**config.mk**
```make
export PLATFORM = sky130hd
export DESIGN_NAME = clq_front
export DESIGN_NICKNAME = d
export VERILOG_FILES = /design/src/sv/clq_pkg.sv /design/src/sv/clq_front.sv
export SDC_FILE = /design/constraint.sdc
export NUM_CORES = 1
export LEC_CHECK = 0
export BUFFER_PORTS_ARGS = -buffer_cell sky130_fd_sc_hd__buf_2
export CAP_MARGIN = 40
export CORE_MARGIN = 2
export CORE_UTILIZATION = 48
export CTS_CLUSTER_SIZE = 30
export DETAILED_ROUTE_END_ITERATION = 10
export GPL_ROUTABILITY_DRIVEN = 1
export PLACE_DENSITY = 0.75
export SLEW_MARGIN = 20
export SYNTH_ARGS = -nofsm -noshare
export SYNTH_HDL_FRONTEND = slang
export SYNTH_SLANG_ARGS = --single-unit
```
**constraint.sdc**
```tcl
create_clock -name clk -period 2.56 [get_ports clk]
set_input_delay 0.512 -clock clk [delete_from_list [all_inputs] [get_ports clk]]
set_output_delay 0.512 -clock clk [all_outputs]
set_load 0.01 [all_outputs]
```
**src/sv/clq_pkg.sv**
```systemverilog
// clq_pkg: shared types and constants for count_less_or_equal_query.
// No dependencies.
`timescale 1ns / 1ps
package clq_pkg;
    localparam int DEF_CAPACITY = 1024;
    localparam int DATA_W       = 32;
    localparam int COUNT_W      = 11;

    typedef enum logic
    {
        KIND_LOAD  = 1'b0,
        KIND_QUERY = 1'b1
    } kind_t;

    typedef struct packed
    {
        logic               query;
        logic               full;
        logic [DATA_W-1:0]  key;
    } cmd_t;
endpackage

```
**src/sv/clq_front.sv**
```systemverilog
// clq_front: accepts items, biases the key, tags full-store loads, and
// holds up to two commands for the back end. Depends on clq_pkg.
`timescale 1ns / 1ps
module clq_front #(
    parameter int CAPACITY = clq_pkg::DEF_CAPACITY
) (
    input  logic                        clk,
    input  logic                        rst_n,
    input  logic                        in_valid,
    output logic                        in_stall,
    input  logic                        kind,
    input  logic signed [clq_pkg::DATA_W-1:0] item_value,
    output logic                        cmd_valid,
    input  logic                        cmd_take,
    output clq_pkg::cmd_t               cmd
);
    import clq_pkg::*;
    localparam int CNT_W = $clog2(CAPACITY + 1);

    cmd_t           q_reg [2];
    logic [1:0]     fill_reg, fill_next;
    logic           rd_reg, rd_next, wr_reg, wr_next;
    logic [CNT_W-1:0] loads_reg, loads_next;
    logic           acc;
    cmd_t           c_in;

    assign in_stall  = (fill_reg == 2'd2);
    assign acc       = in_valid && !in_stall;
    assign cmd_valid = (fill_reg != 2'd0);
    assign cmd       = q_reg[rd_reg];

    always_comb
    begin
        c_in.query = (kind == KIND_QUERY);
        c_in.key   = {~item_value[DATA_W-1], item_value[DATA_W-2:0]};
        c_in.full  = (loads_reg == CNT_W'(CAPACITY));
        loads_next = loads_reg;
        if (acc && !c_in.query && !c_in.full)
        begin
            loads_next = loads_reg + 1'b1;
        end
        fill_next = fill_reg + {1'b0, acc} - {1'b0, cmd_take};
        rd_next   = rd_reg ^ cmd_take;
        wr_next   = wr_reg ^ acc;
    end

    always_ff @(posedge clk)
    begin
        if (acc)
        begin
            q_reg[wr_reg] <= c_in;
        end
    end

    always_ff @(posedge clk or negedge rst_n)
    begin
        if (!rst_n)
        begin
            fill_reg  <= '0;
            rd_reg    <= 1'b0;
            wr_reg    <= 1'b0;
            loads_reg <= '0;
        end
        else
        begin
            fill_reg  <= fill_next;
            rd_reg    <= rd_next;
            wr_reg    <= wr_next;
            loads_reg <= loads_next;
        end
    end

    a_fill_max: assert property (@(posedge clk) disable iff (!rst_n) fill_reg <= 2'd2)
        else $error("queue overfilled");
    a_take_valid: assert property (@(posedge clk) disable iff (!rst_n) cmd_take |-> cmd_valid)
        else $error("take from empty queue");
    a_loads_cap: assert property (@(posedge clk) disable iff (!rst_n)
        loads_reg <= CNT_W'(CAPACITY))
        else $error("load count above capacity");
endmodule

```
==> results.txt <==
- The max-slew violation total from the final report came to 0.
- Die height: 85.87 µm
* Maximum level of the CTS H-tree: 3
* Reg-to-reg startpoint: fill_reg[0]$_DFF_PN0_
- The initial utilization of the core area, before any placement, comes to about 50%.
- STA classifies the critical path startpoint as a register.
- Fraction of layout cells with a size suffix above 1: 52.27%
- Via count of the first global-routing pass: 1790
- Pre-antenna DRT Iters: 7
- The first global-routing pass estimated 8211 µm of wire.
- Std cell rows: 29
* Worst setup path class: reg -> out
- Data arrival time of the critical path: 1.54 ns
* Normalized max-slew margin: around 73%
- Worst-case register-to-register setup slack: 0.90 ns
- STA classifies the critical path endpoint as a primary output.
* Violations in the final reports: design-rule violations
- CTS placed an instance of sky130_fd_sc_hd__clkbuf_8 at the clock tree root.
- Slowest cell delay on critical path: 0.39 ns
* Critical path peak fanout: 24
- CTS tree: yes
- Global routing consumed, over all layers together, around 15% of the routing resources.
* RR Endpoint: q_reg[0][23]$_DFFE_PP_
* Detailed Place HPWL: ~3700 µm
- For this run, the share of the core covered by cells in the final layout is 61.06%.
- Buffers on Ports: 72
* Area contributors post-synth: sky130_fd_sc_hd__edfxtp_1 63%, sky130_fd_sc_hd__mux2_2 12%, sky130_fd_sc_hd__dfrtp_1 12%
* Grt ovf: 0
- Summed over all instances, the cell type with the most area after synthesis is sky130_fd_sc_hd__edfxtp_1.
- After synthesis the netlist holds a flip-flop and latch count of 83.
- For the worst setup path, the data required time is 2.05 ns.
- Number of CTS-inserted buffers: 9
* Number of nets with antenna violations after detailed routing: 0
- Number of antenna violations at the first check in global routing: 0
- The filler cells instantiated in the layout total 481.
* Leakage power summed over all cells: 0.001547 µW
- The routed design could run at a clock period as short as 2.048 ns.
- Depth of the worst register-to-register path: 5
- The share of the Yosys chip area taken by registers is roughly three quarters.
* Die area: 7373 µm²
* Setup TNS: 0 ns
* # resized after CTS: 0
- The number of nets in the synthesized netlist is 217.
* Number of buffers inserted for hold repair after clock tree synthesis: 0
- Dividing the detail-routed wire length by the instance count gives around 16 µm.
- Largest clock skew in the final design: 0.007557 ns
* Final Setup Violations: 0
- Sinks on the clock net: 83
- Post-layout total power: between 4000 and 5000 µW
* Combined area of all synthesized cells: 3217 µm²
- Die Wd: 85.87 µm
- The slowest stage of the critical path belongs to the cell sky130_fd_sc_hd__mux2_2.
- For this block, the via count after detailed routing is 1745.
- For the pin with the worst max-slew slack, the measured transition is roughly 0.4 ns.
- The first routing iteration left 103 violations.
* Mean area per synthesized cell: 18.28 µm²
- Final worst-path cycle share: 80.01%
- Run status: finished with violations
- Synthesis produced 176 cells.
- RSZ-0062 raised after global routing: no
- After clock tree synthesis, the setup repair step added 0 buffers.
- 0 antenna diodes ended up in the layout.
- Num ports: 73
- On the final layout, the worst hold slack is ~0.06 ns.
- Cell-by-cell listing of the critical path: buf_4, mux2_2, buf_2
- Fmax: 0.4882 GHz
- Library cells used by synthesis: 26
* Final hold violation count: 0
* WL final: 5323 µm
* Vias per Instance: 5.117
* Fraction of post-synthesis cell area in the top cell type by area: 63.48%
* Net count of the finished layout: 300
- The min-delay analysis places its worst path in the category in -> async.
- After detailed routing, the number of remaining DRC violations is 8.
- Clock-pin slew on the worst setup and hold paths: approximately 0.080 ns
- OpenSTA, run right after detailed placement, puts the worst setup slack at 0.7707 ns.
- Max Cap Violations: 0
- Maximum number of pins on one net before global-route repair: 25
* Routability-driven placement congestion ratio: 0.7884
- VDD sags by at most 0.0003984 V.
* Yosys warning count: 0
* Cell Pwr Density: 1060 nW/µm²
* Core Footprint: 6422 µm²
* Final critical-path setup slack: ~0.51 ns
* Clock Path Buffers: 2
* Clock latency on the worst-skew pair: between 0.3 and 0.4 ns
- Largest register FFs: 68
- Synth-to-Final Area Change: 21.90%
==> cell usage after synthesis <==
| cell | number |
|---|---|
| sky130_fd_sc_hd__ha_1 | 4 |
| sky130_fd_sc_hd__inv_1 | 7 |
| sky130_fd_sc_hd__nor4_1 | 1 |
| sky130_fd_sc_hd__nand2_2 | 1 |
| sky130_fd_sc_hd__nor3_4 | 2 |
| sky130_fd_sc_hd__inv_2 | 1 |
| sky130_fd_sc_hd__xnor2_1 | 10 |
| sky130_fd_sc_hd__nand2b_1 | 1 |
| sky130_fd_sc_hd__mux2_2 | 34 |
| sky130_fd_sc_hd__a22oi_1 | 1 |
| sky130_fd_sc_hd__a21bo_2 | 1 |
| sky130_fd_sc_hd__nor2_4 | 1 |
| sky130_fd_sc_hd__nand2b_2 | 1 |
| sky130_fd_sc_hd__buf_2 | 4 |
| sky130_fd_sc_hd__or2_2 | 1 |
| sky130_fd_sc_hd__mux2_4 | 1 |
| sky130_fd_sc_hd__edfxtp_1 | 68 |
| sky130_fd_sc_hd__nor2_1 | 2 |
| sky130_fd_sc_hd__nand4_1 | 2 |
| sky130_fd_sc_hd__xor2_1 | 2 |
| sky130_fd_sc_hd__and3_1 | 2 |
| sky130_fd_sc_hd__nand2_1 | 7 |
| sky130_fd_sc_hd__nand3_1 | 5 |
| sky130_fd_sc_hd__nor4_2 | 1 |
| sky130_fd_sc_hd__o21ai_0 | 1 |
| sky130_fd_sc_hd__dfrtp_1 | 15 |
==> kinds of logic after synthesis <==
kind of cell | Yosys count | synth area share [%]
flops | 83 | 75.15
simple gates | 27 | 5.407
xor+xnor | 12 | 3.267
compound gates | 3 | 0.7001
buf+inv | 12 | 1.556
fa+ha+maj | 4 | 1.556
mux | 35 | 12.37
==> routing by layer <==
layer,global-route usage (%),vias to the layer above,routed length (µm)
met5,0,-,0
met4,5.628,0,65
met3,6.064,8,357
met2,24.59,57,2707
met1,18.09,855,2193
li1,-,825,-
==> critical path, delay by kind of cell, from the launching register on <==
kind / cells / cell delay [ns]
muxes: 1 / 0.39
buffers and inverters: 2 / 0.45
DFF: 1 / 0.35
==> per-stage QoR <==
stage | area [µm²] | instances
after detailed placement | 3719 | 325
final | 3921 | 341
after global routing | 3921 | 341
after CTS | 3921 | 341
after global placement | 3719 | 325
after floorplan | 3217 | 176
==> placed cells by master, fill, tap and decap left out, types with 2 or more instances in the layout <==
cell type	instances
sky130_fd_sc_hd__buf_2	72
sky130_fd_sc_hd__edfxtp_1	68
sky130_fd_sc_hd__mux2_2	34
sky130_fd_sc_hd__dfrtp_1	15
sky130_fd_sc_hd__xnor2_1	10
sky130_fd_sc_hd__clkbuf_8	9
sky130_fd_sc_hd__inv_1	7
sky130_fd_sc_hd__nand2_1	7
sky130_fd_sc_hd__nand3_1	5
sky130_fd_sc_hd__ha_1	3
sky130_fd_sc_hd__clkinv_4	3
sky130_fd_sc_hd__clkinvlp_4	3
sky130_fd_sc_hd__nand4_1	2
sky130_fd_sc_hd__xor2_1	2
sky130_fd_sc_hd__nor2_4	2
sky130_fd_sc_hd__nor3_4	2
sky130_fd_sc_hd__and3_1	2
sky130_fd_sc_hd__buf_12	2
sky130_fd_sc_hd__buf_4	2
==> worst max-delay path by stage <==
stage                                 from                endpoint
final                     rd_reg$_DFF_PN0_                 cmd[14]
after CTS                 rd_reg$_DFF_PN0_                  cmd[3]
after global routing      rd_reg$_DFF_PN0_                 cmd[18]
after global placement            in_valid  q_reg[0][12]$_DFFE_PP_
after floorplan                   in_valid   q_reg[1][0]$_DFFE_PP_
after detailed placement          in_valid  q_reg[0][12]$_DFFE_PP_
==> where the power goes <==
part	leakage, µW	internal [µW]	switching [µW]
combinational	0.000628	623	682
clock	0.0000916	455	461
sequential	0.000827	1820	114
==> layout make-up <==
type	count	area (µm²)	area share, %
clock buffer	9	123.9	3.159
multi-input combinational	81	759.5	19.37
timing repair buffer	76	415.4	10.59
inverter	8	30.03	0.7658
sequential	83	2417	61.65
clock inverter	7	78.83	2.010
tap	77	96.34	2.457
No activity file was read; power rests on OpenSTA's default activity.
